### src/rtl/pswb_pkg.sv
// ----------------------------------------------------------------------------
// pswb_pkg
// Shared widths, constants, codes and types for the particle step with speed
// limit and wall bounce.
// ----------------------------------------------------------------------------
`default_nettype none

package pswb_pkg;

  // field widths
  localparam int POS_W   = 16;  // Q12.4 position
  localparam int VEL_W   = 14;  // signed Q6.8 velocity
  localparam int FORCE_W = 16;  // signed Q8.8 force
  localparam int IM_W    = 16;  // Q4.12 inverse mass
  localparam int DIM_W   = 12;  // arena size and radius
  localparam int HIT_W   = 2;
  localparam int CFG_IDX_W  = 3;
  localparam int CFG_DATA_W = 16;

  // register indexes
  localparam logic [CFG_IDX_W-1:0] REG_ARENA_WIDTH  = 3'd0;
  localparam logic [CFG_IDX_W-1:0] REG_ARENA_HEIGHT = 3'd1;
  localparam logic [CFG_IDX_W-1:0] REG_CIRCLE_RADIUS = 3'd2;
  localparam logic [CFG_IDX_W-1:0] REG_INVERSE_MASS = 3'd3;
  localparam logic [CFG_IDX_W-1:0] REG_START_X      = 3'd4;
  localparam logic [CFG_IDX_W-1:0] REG_START_Y      = 3'd5;

  // register reset values
  localparam logic [DIM_W-1:0] ARENA_WIDTH_RST   = 12'd1024;
  localparam logic [DIM_W-1:0] ARENA_HEIGHT_RST  = 12'd768;
  localparam logic [DIM_W-1:0] CIRCLE_RADIUS_RST = 12'd320;
  localparam logic [IM_W-1:0]  INVERSE_MASS_RST  = 16'd4096;
  localparam logic [POS_W-1:0] START_X_RST       = 16'd8192;
  localparam logic [POS_W-1:0] START_Y_RST       = 16'd8192;

  // wall hit codes
  localparam logic [HIT_W-1:0] HIT_NONE = 2'd0;
  localparam logic [HIT_W-1:0] HIT_HIGH = 2'd1;  // right or bottom wall
  localparam logic [HIT_W-1:0] HIT_LOW  = 2'd2;  // left or top wall

  // speed limit in Q6.8
  localparam int MAX_SPEED = 20;
  localparam int LIM       = MAX_SPEED * 256;
  localparam int LIM_W     = 13;

  // working widths
  localparam int IM_FRAC    = 12;
  localparam int ROUND_HALF = 1 << (IM_FRAC - 1);
  localparam int VW         = 22;          // velocity after force add
  localparam int ABS_W      = VW - 1;      // magnitude of one component
  localparam int MUL_W      = 22;
  localparam int PROD_W     = 2 * MUL_W;
  localparam int SQ_W       = 44;          // sum of squares
  localparam int ROOT_W     = SQ_W / 2;
  localparam int SQRT_STEPS = SQ_W / 2;
  localparam int Q_W        = LIM_W + 1;   // quotient never exceeds LIM
  localparam int D_W        = ABS_W + LIM_W;
  localparam int DIV_STEPS  = Q_W;
  localparam int CNT_W      = 5;

  // multiplier operand select
  localparam logic [1:0] MSEL_FX = 2'd0;
  localparam logic [1:0] MSEL_FY = 2'd1;
  localparam logic [1:0] MSEL_AX = 2'd2;
  localparam logic [1:0] MSEL_AY = 2'd3;

  typedef struct packed {
    logic [DIM_W-1:0] arena_width;
    logic [DIM_W-1:0] arena_height;
    logic [DIM_W-1:0] circle_radius;
    logic [IM_W-1:0]  inverse_mass;
    logic [POS_W-1:0] start_x;
    logic [POS_W-1:0] start_y;
  } cfg_t;

  typedef struct packed {
    logic       item_load;
    logic [1:0] mul_sel;
    logic       prod_load;
    logic       vx_load;
    logic       vy_load;
    logic       s_load;
    logic       s_add;
    logic       sqrt_init;
    logic       sqrt_step;
    logic       div_init;
    logic       div_step;
    logic       cap_load;
    logic       step_commit;
    logic       restart_load;
  } cmd_t;

  typedef struct packed {
    logic capped;
  } sts_t;

  typedef struct packed {
    logic [POS_W-1:0]        pos;
    logic signed [VEL_W-1:0] vel;
    logic [HIT_W-1:0]        hit;
  } axis_t;

  // saturate to the velocity range
  function automatic logic signed [VEL_W-1:0] sat_vel(input logic signed [FORCE_W-1:0] v);
    logic signed [FORCE_W-1:0] vmax;
    logic signed [FORCE_W-1:0] vmin;
    vmax = FORCE_W'((1 << (VEL_W - 1)) - 1);
    vmin = -FORCE_W'(1 << (VEL_W - 1));
    if (v > vmax) begin
      return vmax[VEL_W-1:0];
    end else if (v < vmin) begin
      return vmin[VEL_W-1:0];
    end
    return v[VEL_W-1:0];
  endfunction

endpackage

`default_nettype wire

### src/rtl/pswb_item_if.sv
// ----------------------------------------------------------------------------
// pswb_item_if
// Input channel: one tick or restart word with valid and ready.
// ----------------------------------------------------------------------------
`default_nettype none

interface pswb_item_if;
  import pswb_pkg::*;

  logic                      valid;
  logic                      ready;
  logic                      restart;
  logic signed [FORCE_W-1:0] force_x;
  logic signed [FORCE_W-1:0] force_y;

  modport source (output valid, output restart, output force_x, output force_y,
                  input ready);
  modport sink (input valid, input restart, input force_x, input force_y,
                output ready);
endinterface

`default_nettype wire

### src/rtl/pswb_result_if.sv
// ----------------------------------------------------------------------------
// pswb_result_if
// Output channel: position, velocity and wall hits with valid and ready.
// ----------------------------------------------------------------------------
`default_nettype none

interface pswb_result_if;
  import pswb_pkg::*;

  logic                    valid;
  logic                    ready;
  logic [POS_W-1:0]        pos_x;
  logic [POS_W-1:0]        pos_y;
  logic signed [VEL_W-1:0] vel_x;
  logic signed [VEL_W-1:0] vel_y;
  logic [HIT_W-1:0]        hit_x;
  logic [HIT_W-1:0]        hit_y;

  modport source (output valid, output pos_x, output pos_y, output vel_x,
                  output vel_y, output hit_x, output hit_y, input ready);
  modport sink (input valid, input pos_x, input pos_y, input vel_x,
                input vel_y, input hit_x, input hit_y, output ready);
endinterface

`default_nettype wire

### src/rtl/pswb_cfg_if.sv
// ----------------------------------------------------------------------------
// pswb_cfg_if
// Configuration write channel: register index and data with valid and ready.
// ----------------------------------------------------------------------------
`default_nettype none

interface pswb_cfg_if;
  import pswb_pkg::*;

  logic                  valid;
  logic                  ready;
  logic [CFG_IDX_W-1:0]  index;
  logic [CFG_DATA_W-1:0] data;

  modport source (output valid, output index, output data, input ready);
  modport sink (input valid, input index, input data, output ready);
endinterface

`default_nettype wire

### src/rtl/pswb_cfg.sv
// ----------------------------------------------------------------------------
// pswb_cfg
// Configuration register file, written by index.
// ----------------------------------------------------------------------------
`default_nettype none

module pswb_cfg (
  input  wire logic                           clk,
  input  wire logic                           rst,
  input  wire logic                           wr_en,
  input  wire logic [pswb_pkg::CFG_IDX_W-1:0] wr_index,
  input  wire logic [pswb_pkg::CFG_DATA_W-1:0] wr_data,
  output pswb_pkg::cfg_t                      cfg
);
  import pswb_pkg::*;

  // register writes, unknown indexes are dropped
  always_ff @(posedge clk) begin
    if (rst) begin
      cfg.arena_width   <= ARENA_WIDTH_RST;
      cfg.arena_height  <= ARENA_HEIGHT_RST;
      cfg.circle_radius <= CIRCLE_RADIUS_RST;
      cfg.inverse_mass  <= INVERSE_MASS_RST;
      cfg.start_x       <= START_X_RST;
      cfg.start_y       <= START_Y_RST;
    end else if (wr_en) begin
      case (wr_index)
        REG_ARENA_WIDTH:   cfg.arena_width   <= wr_data[DIM_W-1:0];
        REG_ARENA_HEIGHT:  cfg.arena_height  <= wr_data[DIM_W-1:0];
        REG_CIRCLE_RADIUS: cfg.circle_radius <= wr_data[DIM_W-1:0];
        REG_INVERSE_MASS:  cfg.inverse_mass  <= wr_data[IM_W-1:0];
        REG_START_X:       cfg.start_x       <= wr_data[POS_W-1:0];
        REG_START_Y:       cfg.start_y       <= wr_data[POS_W-1:0];
        default: ;
      endcase
    end
  end

endmodule

`default_nettype wire

### src/rtl/pswb_div.sv
// ----------------------------------------------------------------------------
// pswb_div
// Restoring divider lane, one quotient bit per cycle while step is high. The quotient is known
// to fit in Q_W bits, so the upper dividend bits preload the remainder.
// ----------------------------------------------------------------------------
`default_nettype none

module pswb_div (
  input  wire logic                        clk,
  input  wire logic                        init,
  input  wire logic                        step,
  input  wire logic [pswb_pkg::D_W-1:0]    dividend,
  input  wire logic [pswb_pkg::ROOT_W-1:0] divisor,
  output logic [pswb_pkg::Q_W-1:0]         quot
);
  import pswb_pkg::*;

  logic [ROOT_W-1:0] rem;
  logic [Q_W-1:0]    low;
  logic [ROOT_W:0]   trial;
  logic              fits;

  // shift in the next dividend bit and try the subtract
  assign trial = {rem, low[Q_W-1]};
  assign fits  = trial >= {1'b0, divisor};

  always_ff @(posedge clk) begin
    if (init) begin
      rem  <= ROOT_W'(dividend >> Q_W);
      low  <= dividend[Q_W-1:0];
      quot <= '0;
    end else if (step) begin
      rem  <= fits ? ROOT_W'(trial - {1'b0, divisor}) : trial[ROOT_W-1:0];
      low  <= {low[Q_W-2:0], 1'b0};
      quot <= {quot[Q_W-2:0], fits};
    end
  end

endmodule

`default_nettype wire

### src/rtl/pswb_dp.sv
// ----------------------------------------------------------------------------
// pswb_dp
// Datapath: force scaling through a shared multiplier, sum of squares,
// digit-by-digit square root, two divider lanes for the speed cap, position
// update with wall clamp, and the result register.
// ----------------------------------------------------------------------------
`default_nettype none

module pswb_dp (
  input  wire logic                                clk,
  input  wire logic                                rst,
  input  wire pswb_pkg::cmd_t                      cmd,
  input  wire pswb_pkg::cfg_t                      cfg,
  input  wire logic signed [pswb_pkg::FORCE_W-1:0] item_force_x,
  input  wire logic signed [pswb_pkg::FORCE_W-1:0] item_force_y,
  output pswb_pkg::sts_t                           sts,
  output logic [pswb_pkg::POS_W-1:0]               pos_x,
  output logic [pswb_pkg::POS_W-1:0]               pos_y,
  output logic signed [pswb_pkg::VEL_W-1:0]        vel_x,
  output logic signed [pswb_pkg::VEL_W-1:0]        vel_y,
  output logic [pswb_pkg::HIT_W-1:0]               hit_x,
  output logic [pswb_pkg::HIT_W-1:0]               hit_y
);
  import pswb_pkg::*;

  localparam int REM_W = ROOT_W + 2;
  localparam int P_W   = POS_W + 3;

  // one axis: move, clamp at the walls and bounce
  function automatic axis_t wall_step(input logic [POS_W-1:0] pos,
                                      input logic signed [VW-1:0] v,
                                      input logic [DIM_W-1:0] dim,
                                      input logic [DIM_W-1:0] r);
    logic signed [VEL_W-1:0] v14;
    logic [VEL_W-1:0]        av;
    logic [VEL_W-1:0]        dl;
    logic signed [P_W-1:0]   p;
    logic signed [P_W-1:0]   hi;
    logic signed [P_W-1:0]   rr;
    logic signed [VEL_W:0]   vn;
    logic signed [FORCE_W-1:0] vs;
    axis_t                   res;
    v14 = v[VEL_W-1:0];
    av  = v14[VEL_W-1] ? VEL_W'(-v14) : v14;
    dl  = (av + VEL_W'(8)) >> 4;
    hi  = $signed(P_W'({dim, 4'b0000}));
    rr  = $signed(P_W'(r));
    if (v14[VEL_W-1]) begin
      p = $signed(P_W'(pos)) - $signed(P_W'(dl));
    end else begin
      p = $signed(P_W'(pos)) + $signed(P_W'(dl));
    end
    vn      = (VEL_W + 1)'(v14);
    res.hit = HIT_NONE;
    if (p + rr >= hi) begin
      p       = hi - rr;
      vn      = -vn;
      res.hit = HIT_HIGH;
    end else if (p - rr <= 0) begin
      p       = rr;
      vn      = -vn;
      res.hit = HIT_LOW;
    end
    if (p < 0) begin
      p = '0;
    end else if (p > $signed(P_W'((1 << POS_W) - 1))) begin
      p = $signed(P_W'((1 << POS_W) - 1));
    end
    vs      = FORCE_W'(vn);
    res.pos = p[POS_W-1:0];
    res.vel = sat_vel(vs);
    return res;
  endfunction

  logic signed [FORCE_W-1:0] fx;
  logic signed [FORCE_W-1:0] fy;
  logic signed [PROD_W-1:0]  prod;
  logic signed [VW-1:0]      vx;
  logic signed [VW-1:0]      vy;
  logic [SQ_W-1:0]           s;
  logic [SQ_W-1:0]           sq_s;
  logic [REM_W-1:0]          sq_rem;
  logic [ROOT_W-1:0]         sq_root;
  logic [POS_W-1:0]          position_x;
  logic [POS_W-1:0]          position_y;
  logic signed [VEL_W-1:0]   velocity_x;
  logic signed [VEL_W-1:0]   velocity_y;

  logic signed [MUL_W-1:0]   mul_a;
  logic signed [MUL_W-1:0]   mul_b;
  logic signed [PROD_W-1:0]  rnd;
  logic signed [VW-1:0]      dv;
  logic [ABS_W-1:0]          ax;
  logic [ABS_W-1:0]          ay;
  logic [REM_W+1:0]          sq_t;
  logic [REM_W+1:0]          sq_trial;
  logic [Q_W-1:0]            qx;
  logic [Q_W-1:0]            qy;
  logic [Q_W-1:0]            mx;
  logic [Q_W-1:0]            my;
  axis_t                     ax_x;
  axis_t                     ax_y;

  // component magnitudes
  assign ax = ABS_W'(vx[VW-1] ? -vx : vx);
  assign ay = ABS_W'(vy[VW-1] ? -vy : vy);

  // shared multiplier operand select
  always_comb begin
    case (cmd.mul_sel)
      MSEL_FY: begin
        mul_a = MUL_W'(fy);
        mul_b = $signed(MUL_W'(cfg.inverse_mass));
      end
      MSEL_AX: begin
        mul_a = $signed({1'b0, ax});
        mul_b = $signed({1'b0, ax});
      end
      MSEL_AY: begin
        mul_a = $signed({1'b0, ay});
        mul_b = $signed({1'b0, ay});
      end
      default: begin
        mul_a = MUL_W'(fx);
        mul_b = $signed(MUL_W'(cfg.inverse_mass));
      end
    endcase
  end

  // velocity change rounded to nearest, ties up
  assign rnd = prod + $signed(PROD_W'(ROUND_HALF));
  assign dv  = $signed(rnd[IM_FRAC +: VW]);

  // square root digit step
  assign sq_t     = {sq_rem, sq_s[SQ_W-1 -: 2]};
  assign sq_trial = (REM_W + 2)'({sq_root, 2'b01});

  assign sts.capped = s > SQ_W'(LIM * LIM);

  // divider lanes, scaled magnitude over the root
  pswb_div u_div_x (
    .clk      (clk),
    .init     (cmd.div_init),
    .step     (cmd.div_step),
    .dividend (D_W'(ax) * D_W'(LIM)),
    .divisor  (sq_root),
    .quot     (qx)
  );

  pswb_div u_div_y (
    .clk      (clk),
    .init     (cmd.div_init),
    .step     (cmd.div_step),
    .dividend (D_W'(ay) * D_W'(LIM)),
    .divisor  (sq_root),
    .quot     (qy)
  );

  assign mx = (qx > Q_W'(LIM)) ? Q_W'(LIM) : qx;
  assign my = (qy > Q_W'(LIM)) ? Q_W'(LIM) : qy;

  // wall handling on both axes
  assign ax_x = wall_step(position_x, vx, cfg.arena_width, cfg.circle_radius);
  assign ax_y = wall_step(position_y, vy, cfg.arena_height, cfg.circle_radius);

  // working registers
  always_ff @(posedge clk) begin
    if (cmd.item_load) begin
      fx <= item_force_x;
      fy <= item_force_y;
    end
    if (cmd.prod_load) begin
      prod <= mul_a * mul_b;
    end
    if (cmd.vx_load) begin
      vx <= VW'(velocity_x) + dv;
    end else if (cmd.cap_load) begin
      vx <= vx[VW-1] ? -$signed(VW'(mx)) : $signed(VW'(mx));
    end
    if (cmd.vy_load) begin
      vy <= VW'(velocity_y) + dv;
    end else if (cmd.cap_load) begin
      vy <= vy[VW-1] ? -$signed(VW'(my)) : $signed(VW'(my));
    end
    if (cmd.s_load) begin
      s <= $unsigned(prod);
    end else if (cmd.s_add) begin
      s <= s + $unsigned(prod);
    end
    if (cmd.sqrt_init) begin
      sq_s    <= s;
      sq_rem  <= '0;
      sq_root <= '0;
    end else if (cmd.sqrt_step) begin
      sq_s <= {sq_s[SQ_W-3:0], 2'b00};
      if (sq_t >= sq_trial) begin
        sq_rem  <= REM_W'(sq_t - sq_trial);
        sq_root <= {sq_root[ROOT_W-2:0], 1'b1};
      end else begin
        sq_rem  <= sq_t[REM_W-1:0];
        sq_root <= {sq_root[ROOT_W-2:0], 1'b0};
      end
    end
  end

  // particle state
  always_ff @(posedge clk) begin
    if (rst) begin
      position_x <= START_X_RST;
      position_y <= START_Y_RST;
      velocity_x <= '0;
      velocity_y <= '0;
    end else if (cmd.restart_load) begin
      position_x <= cfg.start_x;
      position_y <= cfg.start_y;
      velocity_x <= sat_vel(fx);
      velocity_y <= sat_vel(fy);
    end else if (cmd.step_commit) begin
      position_x <= ax_x.pos;
      position_y <= ax_y.pos;
      velocity_x <= ax_x.vel;
      velocity_y <= ax_y.vel;
    end
  end

  // result word register
  always_ff @(posedge clk) begin
    if (cmd.restart_load) begin
      pos_x <= cfg.start_x;
      pos_y <= cfg.start_y;
      vel_x <= sat_vel(fx);
      vel_y <= sat_vel(fy);
      hit_x <= HIT_NONE;
      hit_y <= HIT_NONE;
    end else if (cmd.step_commit) begin
      pos_x <= ax_x.pos;
      pos_y <= ax_y.pos;
      vel_x <= ax_x.vel;
      vel_y <= ax_y.vel;
      hit_x <= ax_x.hit;
      hit_y <= ax_y.hit;
    end
  end

endmodule

`default_nettype wire

### src/rtl/pswb_ctrl.sv
// ----------------------------------------------------------------------------
// pswb_ctrl
// Controller: sequences the datapath through force scaling, speed check,
// square root, divide and position update, and owns the result valid flag.
// ----------------------------------------------------------------------------
`default_nettype none

module pswb_ctrl (
  input  wire logic       clk,
  input  wire logic       rst,
  input  wire logic       item_valid,
  input  wire logic       item_restart,
  output logic            item_ready,
  input  wire logic       out_ready,
  output logic            out_valid,
  input  wire pswb_pkg::sts_t sts,
  output pswb_pkg::cmd_t  cmd
);
  import pswb_pkg::*;

  localparam logic [3:0] S_IDLE  = 4'd0;
  localparam logic [3:0] S_DVX   = 4'd1;
  localparam logic [3:0] S_DVY   = 4'd2;
  localparam logic [3:0] S_SQX   = 4'd3;
  localparam logic [3:0] S_SQY   = 4'd4;
  localparam logic [3:0] S_SUM   = 4'd5;
  localparam logic [3:0] S_CHECK = 4'd6;
  localparam logic [3:0] S_SQRT  = 4'd7;
  localparam logic [3:0] S_DIVI  = 4'd8;
  localparam logic [3:0] S_DIV   = 4'd9;
  localparam logic [3:0] S_CAP   = 4'd10;
  localparam logic [3:0] S_POS   = 4'd11;
  localparam logic [3:0] S_RLD   = 4'd12;

  logic [3:0]       state;
  logic [3:0]       state_next;
  logic [CNT_W-1:0] cnt;
  logic [CNT_W-1:0] cnt_next;
  logic             out_valid_next;
  logic             out_free;

  assign item_ready = (state == S_IDLE);
  assign out_free   = !out_valid || out_ready;

  // next state and datapath commands
  always_comb begin
    state_next     = state;
    cnt_next       = cnt;
    out_valid_next = out_valid;
    cmd            = '0;
    if (out_valid && out_ready) begin
      out_valid_next = 1'b0;
    end
    case (state)
      S_IDLE: begin
        if (item_valid) begin
          cmd.item_load = 1'b1;
          state_next    = item_restart ? S_RLD : S_DVX;
        end
      end
      S_DVX: begin
        cmd.mul_sel   = MSEL_FX;
        cmd.prod_load = 1'b1;
        state_next    = S_DVY;
      end
      S_DVY: begin
        cmd.vx_load   = 1'b1;
        cmd.mul_sel   = MSEL_FY;
        cmd.prod_load = 1'b1;
        state_next    = S_SQX;
      end
      S_SQX: begin
        cmd.vy_load   = 1'b1;
        cmd.mul_sel   = MSEL_AX;
        cmd.prod_load = 1'b1;
        state_next    = S_SQY;
      end
      S_SQY: begin
        cmd.s_load    = 1'b1;
        cmd.mul_sel   = MSEL_AY;
        cmd.prod_load = 1'b1;
        state_next    = S_SUM;
      end
      S_SUM: begin
        cmd.s_add  = 1'b1;
        state_next = S_CHECK;
      end
      S_CHECK: begin
        if (sts.capped) begin
          cmd.sqrt_init = 1'b1;
          cnt_next      = CNT_W'(SQRT_STEPS - 1);
          state_next    = S_SQRT;
        end else begin
          state_next = S_POS;
        end
      end
      S_SQRT: begin
        cmd.sqrt_step = 1'b1;
        if (cnt == '0) begin
          state_next = S_DIVI;
        end else begin
          cnt_next = cnt - 1'b1;
        end
      end
      S_DIVI: begin
        cmd.div_init = 1'b1;
        cnt_next     = CNT_W'(DIV_STEPS - 1);
        state_next   = S_DIV;
      end
      S_DIV: begin
        cmd.div_step = 1'b1;
        if (cnt == '0) begin
          state_next = S_CAP;
        end else begin
          cnt_next = cnt - 1'b1;
        end
      end
      S_CAP: begin
        cmd.cap_load = 1'b1;
        state_next   = S_POS;
      end
      S_POS: begin
        if (out_free) begin
          cmd.step_commit = 1'b1;
          out_valid_next  = 1'b1;
          state_next      = S_IDLE;
        end
      end
      S_RLD: begin
        if (out_free) begin
          cmd.restart_load = 1'b1;
          out_valid_next   = 1'b1;
          state_next       = S_IDLE;
        end
      end
      default: begin
        state_next = S_IDLE;
      end
    endcase
  end

  always_ff @(posedge clk) begin
    if (rst) begin
      state     <= S_IDLE;
      cnt       <= '0;
      out_valid <= 1'b0;
    end else begin
      state     <= state_next;
      cnt       <= cnt_next;
      out_valid <= out_valid_next;
    end
  end

endmodule

`default_nettype wire

### src/rtl/particle_step_wall_bounce.sv
// Tick: result registered after force scaling, speed check and position
// update, with square root and divide lanes between when capped; restart:
// once the output is free. One word in work at a time; the next is taken
// in the cycle after a result is registered, while that result may wait.
// Reset: registers to defaults, position to the start reset, velocity to zero.
// ----------------------------------------------------------------------------
// particle_step_wall_bounce
// One circle in a rectangular arena, advanced one Euler step per tick word,
// with a speed cap and wall bounce; top level joining config, control, datapath.
// ----------------------------------------------------------------------------
`default_nettype none

module particle_step_wall_bounce (
  input  wire logic      clk,
  input  wire logic      rst,
  pswb_item_if.sink      item,
  pswb_result_if.source  result,
  pswb_cfg_if.sink       cfg
);
  import pswb_pkg::*;

  cfg_t regs;
  cmd_t cmd;
  sts_t sts;

  // configuration writes are always taken
  assign cfg.ready = 1'b1;

  pswb_cfg u_cfg (
    .clk      (clk),
    .rst      (rst),
    .wr_en    (cfg.valid),
    .wr_index (cfg.index),
    .wr_data  (cfg.data),
    .cfg      (regs)
  );

  pswb_ctrl u_ctrl (
    .clk          (clk),
    .rst          (rst),
    .item_valid   (item.valid),
    .item_restart (item.restart),
    .item_ready   (item.ready),
    .out_ready    (result.ready),
    .out_valid    (result.valid),
    .sts          (sts),
    .cmd          (cmd)
  );

  pswb_dp u_dp (
    .clk          (clk),
    .rst          (rst),
    .cmd          (cmd),
    .cfg          (regs),
    .item_force_x (item.force_x),
    .item_force_y (item.force_y),
    .sts          (sts),
    .pos_x        (result.pos_x),
    .pos_y        (result.pos_y),
    .vel_x        (result.vel_x),
    .vel_y        (result.vel_y),
    .hit_x        (result.hit_x),
    .hit_y        (result.hit_y)
  );

endmodule

`default_nettype wire
### src/flat_wrapper.sv
// flat-port wrapper written by rule: the top's interface ports become plain ports
module particle_step_wall_bounce_flat import pswb_pkg::*;
  (clk, rst, item_valid, item_restart, item_force_x, item_force_y, item_ready, result_valid, result_pos_x, result_pos_y, result_vel_x, result_vel_y, result_hit_x, result_hit_y, result_ready, cfg_valid, cfg_index, cfg_data, cfg_ready);
  pswb_item_if item_i ();
  pswb_result_if result_i ();
  pswb_cfg_if cfg_i ();
  input  wire logic clk;
  input  wire logic rst;
  input wire logic [$bits(item_i.valid)-1:0] item_valid;
  input wire logic [$bits(item_i.restart)-1:0] item_restart;
  input wire logic [$bits(item_i.force_x)-1:0] item_force_x;
  input wire logic [$bits(item_i.force_y)-1:0] item_force_y;
  output wire logic [$bits(item_i.ready)-1:0] item_ready;
  output wire logic [$bits(result_i.valid)-1:0] result_valid;
  output wire logic [$bits(result_i.pos_x)-1:0] result_pos_x;
  output wire logic [$bits(result_i.pos_y)-1:0] result_pos_y;
  output wire logic [$bits(result_i.vel_x)-1:0] result_vel_x;
  output wire logic [$bits(result_i.vel_y)-1:0] result_vel_y;
  output wire logic [$bits(result_i.hit_x)-1:0] result_hit_x;
  output wire logic [$bits(result_i.hit_y)-1:0] result_hit_y;
  input wire logic [$bits(result_i.ready)-1:0] result_ready;
  input wire logic [$bits(cfg_i.valid)-1:0] cfg_valid;
  input wire logic [$bits(cfg_i.index)-1:0] cfg_index;
  input wire logic [$bits(cfg_i.data)-1:0] cfg_data;
  output wire logic [$bits(cfg_i.ready)-1:0] cfg_ready;
  assign item_i.valid = item_valid;
  assign item_i.restart = item_restart;
  assign item_i.force_x = item_force_x;
  assign item_i.force_y = item_force_y;
  assign item_ready = item_i.ready;
  assign result_valid = result_i.valid;
  assign result_pos_x = result_i.pos_x;
  assign result_pos_y = result_i.pos_y;
  assign result_vel_x = result_i.vel_x;
  assign result_vel_y = result_i.vel_y;
  assign result_hit_x = result_i.hit_x;
  assign result_hit_y = result_i.hit_y;
  assign result_i.ready = result_ready;
  assign cfg_i.valid = cfg_valid;
  assign cfg_i.index = cfg_index;
  assign cfg_i.data = cfg_data;
  assign cfg_ready = cfg_i.ready;
  particle_step_wall_bounce u_core (.clk(clk), .rst(rst), .item(item_i), .result(result_i), .cfg(cfg_i));
endmodule
### config.mk
export PLATFORM = sky130hd
export DESIGN_NAME = particle_step_wall_bounce_flat
export DESIGN_NICKNAME = d
export VERILOG_FILES = /design/src/rtl/pswb_pkg.sv /design/src/rtl/pswb_item_if.sv /design/src/rtl/pswb_result_if.sv /design/src/rtl/pswb_cfg_if.sv /design/src/rtl/pswb_cfg.sv /design/src/rtl/pswb_div.sv /design/src/rtl/pswb_dp.sv /design/src/rtl/pswb_ctrl.sv /design/src/rtl/particle_step_wall_bounce.sv /design/src/flat_wrapper.sv
export SDC_FILE = /design/constraint.sdc
export NUM_CORES = 2
export LEC_CHECK = 0
export ABC_CLOCK_PERIOD_IN_PS = 12850
export BUFFER_PORTS_ARGS = -buffer_cell sky130_fd_sc_hd__buf_2
export CORE_MARGIN = 1
export CORE_UTILIZATION = 50
export DETAILED_ROUTE_END_ITERATION = 8
export GPL_TIMING_DRIVEN = 0
export PLACE_DENSITY = 0.64
export SLEW_MARGIN = 20
export SYNTH_ARGS = -nofsm -noshare
export SYNTH_HDL_FRONTEND = slang
export SYNTH_SLANG_ARGS = --single-unit
### constraint.sdc
create_clock -name clk -period 12.85 [get_ports clk]
set_input_delay 2.57 -clock clk [delete_from_list [all_inputs] [get_ports clk]]
set_output_delay 2.57 -clock clk [all_outputs]
set_load 0.01 [all_outputs]
Word level (Yosys, flattened, before mapping). Index checks and enable logic that the tools add are counted.

Reduce and logical (&&, ||, !) cells: 23. Multipliers: 3. Equality and inequality tests: 26. $add $sub $neg: 28. Mux-type cells: 113. $lt $le $gt $ge: 22.

Operators with widths (count): $mux W14 (28); $mux W22 (8); $mux W44 (4); $mux W16 (8); $mux W19 (6); $mux W20 (4); $pmux W22 S3 (1); $mux W15 (4); $mul A21 B3 Y24 const B (2); $pmux W4 S12 (1); $ge A23 B22 Y1 (2); $add A14 B22 Y22 (2); $add A44 B44 Y44 (1); $gt A44 B25 Y1 const B (1); $mul A22 B22 Y44 (1); $neg A14 Y22 (2); $sub A22 B22 Y22 (2); $mux W21 (2); $neg A21 Y21 (2); $pmux W21 S2 (1); $le A20 B1 Y1 const B (2); $sub A19 B13 Y20 (2); $add A19 B13 Y19 (2); $ge A19 B17 Y1 (2); 47 further kinds (125).

Word-level logic and storage cells: 251. Input bits: 57. Output and inout bits: 67. Flip-flop bits (word level): 552.

Logic depth before layout (Yosys ltp).
Depth after elaboration: 15. Gate-level depth with buffers: 45. Mapped depth without buffers: 41.

Hierarchy. A second synthesis with hierarchy kept.

Cell total of the unflattened synthesis: 6835. Area total of the unflattened synthesis: 61280.0 um^2.

Modules (own cells, without submodules): pswb_dp (cells each 5734, instances 1, area each 50190.6 um^2, sequential area each 10249.8 um^2); pswb_div (cells each 345, instances 2, area each 3474.6 um^2, sequential area each 1341.3 um^2); pswb_cfg (cells each 303, instances 1, area each 3329.4 um^2, sequential area each 1681.6 um^2); pswb_ctrl (cells each 106, instances 1, area each 799.5 um^2, sequential area each 200.2 um^2); particle_step_wall_bounce (cells each 2, instances 1, area each 11.3 um^2, sequential area each 0.0 um^2).

Least setup slack after synthesis. OpenSTA, ideal clock, no wires.

Path type: register -> register. Start: reg u_core.u_dp.vx[2]. End: reg u_core.u_dp.prod[40] (data pin). Buffers on the path: 5. Arrival: 9.752 ns. Cell stages (with the launch flop): 39. Slack: 2.839 ns. Setup time: 0.258 ns. Period minus slack after synthesis: 10.011 ns. Data required time: 12.592 ns. Cell sequence: edfxtp_1 > or3_1 > buf_2 > or3_1 > clkbuf_1 > or3_1 > clkbuf_1 > or3_1 > clkbuf_1 > nor3_1 > ha_1 > mux2i_1 > a22oi_1 > nand3_1 > clkbuf_1 > nand2_1 > fa_1 > fa_1 > (+3 left out) > fa_1 > inv_1 > fa_1 > fa_1 > fa_1 > ha_1 > a21o_1 > a21o_1 > a21o_1 > a21oi_1 > o311ai_0 > a41o_1 > a31oi_1 > o21ai_0 > o22a_1 > a21o_1 > a21oi_1 > xnor2_1.

Cells in the longest elaborated chain, start to end: 4. Elaborated cells on any way between the ends: 5. Those cells by class: add/sub: 1; mul: 1; mux: 3.

RTL lines: start, declared (RTL line pswb_dp.sv:78) `logic signed [VW-1:0] vx;`; start signal, assigned (RTL line pswb_dp.sv:176) `vx <= VW'(velocity_x) + dv;`; start signal, assigned (RTL line pswb_dp.sv:178) `vx <= vx[VW-1] ? -$signed(VW'(mx)) : $signed(VW'(mx));`; $neg A21 Y21 (RTL line pswb_dp.sv:105) `assign ax = ABS_W'(vx[VW-1] ? -vx : vx);`; $mux W21 * (RTL line pswb_dp.sv:105); $pmux W22 S3 / $pmux W21 S2 (equally long branches) (RTL line pswb_dp.sv:110) `case (cmd.mul_sel)`; $mul A22 B22 Y44 * (RTL line pswb_dp.sv:173) `prod <= mul_a * mul_b;`; end signal, assigned (RTL line pswb_dp.sv:173); end, declared (RTL line pswb_dp.sv:77) `logic signed [PROD_W-1:0] prod;`.

Mark *: on every way between the ends. The rest lies on a longest branch, timed or not. A chain may end at the register's enable or synchronous reset.

Worst setup path after layout.
Start: reg u_core.u_dp.vy[0]. End: reg u_core.u_dp.prod[40] (data pin).

Cells in the longest elaborated chain, start to end: 4. Elaborated cells on any way between the ends: 5. Those cells by class: add/sub: 1; mul: 1; mux: 3.

RTL lines: start, declared (RTL line pswb_dp.sv:79) `logic signed [VW-1:0] vy;`; start signal, assigned (RTL line pswb_dp.sv:181) `vy <= VW'(velocity_y) + dv;`; start signal, assigned (RTL line pswb_dp.sv:183) `vy <= vy[VW-1] ? -$signed(VW'(my)) : $signed(VW'(my));`; $neg A21 Y21 (RTL line pswb_dp.sv:106) `assign ay = ABS_W'(vy[VW-1] ? -vy : vy);`; $mux W21 * (RTL line pswb_dp.sv:106); $pmux W22 S3 / $pmux W21 S2 (equally long branches) (RTL line pswb_dp.sv:110); $mul A22 B22 Y44 * (RTL line pswb_dp.sv:173).

Marked as above.

==> results.yml <==
critical_path:
  setup.worst_path.end: "u_core.u_dp.prod[40]"
  crit_fanout: 10
  path_class: "flip-flop to flip-flop"
  start_kind: "flip-flop"
  cpMaxStageDelayCell: "clkbuf_1"
  regToRegEndpoint: "u_core.u_dp.prod[40]"
  reg2reg_depth: 39
  startpoint: "u_core.u_dp.vy[0]"
  crit_required_ns: 13.24
  r2r-start: "u_core.u_dp.vy[0]"
  r2r_slack_ns: 0.37
  cp-end-kind: "flip-flop"
  arrival_ns: 12.88
  crit_top_cell: "fa_1"
  critPathMaxStageDelay_ns: 0.62
global_route:
  grt_pass1_wl_mm: 297
  grtUsageTotal: 0.338
  grt_pass1_vias: 48862
  overflow: 0
  grt_max_degree: 38
  grt_antenna_before_repair: 9
timing:
  final_max_slew_viol_count: 0
  fin_skew_ns: 0.0435
  period_share: 0.971
  worst_slew_pin_slew_ns: 1.17
  grt_setup_unrepaired: "false"
  relSlewSlack: 0.219
  setup_violations: 0
  tns_ns: 0
  fmax_ghz: 0.0801
  min_period_ns: 12.48
  hold_viol: 0
floorplan:
  dieHeight_um: 341
  die_w_um: 341
  io_pins: 124
  dieArea_um2: 116000
  core.rowCount: 124
  core-area_um2: 114000
  start_util: 0.503
detailed_routing:
  drt_iter0_drc: 5023
  viasPerCell: 6.00
  drc: 0
  num_vias: 50353
  wl_per_cell_um: 23.6
  drt-total-wl_mm: 198
  antenna_left: 0
  dr.pass1.iters: 7
status:
  status: "completed"
clock_tree:
  post_cts_buffers: 0
  clockRootBuffer: "clkbuf_16"
  cts.sinks: 552
  cts_tree: "done"
  insertion_delay_ns: 0.68
  cts_max_level: 3
  clk_pin_slew_worst_paths_ns: 0.06
  cts_buffer_depth: 3
  cts_made_buffers: 69
logic_synthesis:
  postSynthAreaPerCell_um2: 8.71
  syn-cell-area_um2: 57500
  syn_inst: 6602
  yosys_warnings: 0
  ys_types: 102
  synth_edf_count: 316
  yosysMostFrequentCell: "nand2_1"
  ys_top_cells_by_area: "fa_1, edfxtp_1, ha_1"
  synth-seq-cells: 552
  yosys-top-cells-count: "nand2_1, inv_1, nor2_1"
  synthArstFlopShare: 0
  synth_top_area_frac: 0.172
  yosys.area.top_type: "fa_1"
  dominantRegCellSynth: "edfxtp_1"
  ys_seq_area_frac: 0.247
placed_design:
  gp_congestion: 0.999
  portBuffers: 121
  dp_hpwl_mm: 159
  dpl-instance-area_um2: 60300
layout:
  syn2layout_area_growth_pct: 9.16
  finalNetCount: 7860
  drive_above_1_share: 0.0604
  finish.instance_area_um2: 62700
worst_hold_path:
  hold_path.class: "flip-flop to flip-flop"
run:
  cap_violations: 0
-- cell type report --
| type | count | area (um2) |
|---|---|---|
| Fill cell | 10656 | 51400 |
| Multi-Input combinational cell | 5053 | 39600 |
| Sequential cell | 552 | 14200 |
| Inverter | 704 | 2640 |
| Clock buffer | 90 | 1910 |
| Tap cell | 1512 | 1890 |
| Buffer | 303 | 1190 |
| Timing Repair Buffer | 137 | 836 |
| Clock inverter | 37 | 469 |
| Antenna cell | 1 | 2.50 |
-- placed cells by master (no fill, tap or decap), types with 44 or more instances in the layout --
| master | netlist | routed |
|---|---|---|
| a211oi_1 | 77 | 70 |
| a21o_1 | 120 | 120 |
| a21oi_1 | 463 | 460 |
| and2_1 | 57 | 56 |
| and3_1 | 49 | 49 |
| buf_2 | 22 | 144 |
| clkbuf_1 | 253 | 263 |
| clkbuf_16 | 0 | 72 |
| dfxtp_1 | 236 | 236 |
| edfxtp_1 | 316 | 316 |
| fa_1 | 493 | 492 |
| ha_1 | 490 | 490 |
| inv_1 | 696 | 695 |
| mux2_2 | 44 | 44 |
| mux2i_1 | 45 | 44 |
| nand2_1 | 888 | 888 |
| nand2b_1 | 63 | 63 |
| nand3_1 | 167 | 167 |
| nor2_1 | 519 | 516 |
| nor2b_1 | 66 | 66 |
| nor3_1 | 112 | 109 |
| o21a_1 | 52 | 52 |
| o21ai_0 | 314 | 314 |
| o21bai_1 | 52 | 52 |
| o31ai_1 | 44 | 44 |
| or3_1 | 46 | 46 |
| xnor2_1 | 251 | 251 |
| xor2_1 | 142 | 142 |
-- per-layer routing --
metal  part of all wire  vias to the layer above  track usage  wire length [um]
li1                   -                    22984            -                 -
met1               0.42                    24766        0.458             82600
met2               0.45                     2159        0.536             88500
met3              0.087                      440       0.0565             17200
met4              0.047                        4        0.143              9220
met5           0.000081                        -            0                16
-- through the flow --
step / cells / hold WS [ns] / util / worst slack [ns]
after floorplan: 6612 / 0.432 / - / 2.84
after global placement: 8245 / 0.443 / 0.526 / 0.352
after detailed placement: 8260 / 0.447 / 0.528 / 0.332
after CTS: 8387 / 0.455 / 0.549 / 0.293
after global routing: 8388 / 0.477 / 0.549 / 0.0493
final: 8389 / 0.455 / 0.549 / 0.368
-- state kept, by name, summed over array words and instances (netlist names), 16 cells and up --
name and count:
u_core.u_cfg.cfg 84, u_core.u_dp.fx 16, u_core.u_dp.fy 16, u_core.u_dp.pos_x 16
u_core.u_dp.pos_y 16, u_core.u_dp.position_x 16, u_core.u_dp.position_y 16, u_core.u_dp.prod 44
u_core.u_dp.s 44, u_core.u_dp.sq_rem 24, u_core.u_dp.sq_root 22, u_core.u_dp.sq_s 44
u_core.u_dp.u_div_x.rem 22, u_core.u_dp.u_div_y.rem 22, u_core.u_dp.vx 22, u_core.u_dp.vy 22
-- critical path, delay by kind of cell, from the launching register on --
family / cells / cell delay (ns)
AO/OA/AOI/OAI: 14 / 3.54
adder cells (fa/ha/maj): 9 / 4.43
AND/OR/NAND/NOR: 5 / 1.41
multiplexers: 1 / 0.14
XOR/XNOR: 2 / 0.51
flip-flops: 1 / 0.57
buffers and inverters: 8 / 1.62
-- logic make-up (layout without fill, tap and decap cells) --
family / after synthesis / in the layout / synth area share
muxes: 89 / 89 / 0.0165
DFF: 552 / 552 / 0.247
adders and majority gates: 984 / 984 / 0.279
AOI/OAI and AO/OA: 1479 / 1479 / 0.168
and+or+nand+nor: 2096 / 2096 / 0.163
buffers and inverters: 1007 / 1271 / 0.0665
xor gates and xnor gates: 393 / 393 / 0.0599
other: 2 / 13 / 0.000131
-- worst min path at each step --
stage	startpoint	to	slack (ns)	depth (start not counted)
2_1_floorplan	u_core.u_cfg.cfg[0]	u_core.u_cfg.cfg[0]	0.43	2
3_3_place_gp	u_core.u_cfg.cfg[17]	u_core.u_cfg.cfg[17]	0.44	2
3_5_place_dp	u_core.u_cfg.cfg[31]	u_core.u_cfg.cfg[31]	0.45	2
4_1_cts	u_core.u_cfg.cfg[31]	u_core.u_cfg.cfg[31]	0.46	2
5_1_grt	u_core.u_cfg.cfg[24]	u_core.u_cfg.cfg[24]	0.48	2
6_report	u_core.u_cfg.cfg[19]	u_core.u_cfg.cfg[19]	0.46	2
-- timing repair --
action,in CTS,in global routing
gates resized for setup,0,7
hold buffers,0,0
setup endpoints to repair,0,2
Power is not shown: default switching activity piles up to over one toggle a cycle in this logic, so the estimate is an artifact.
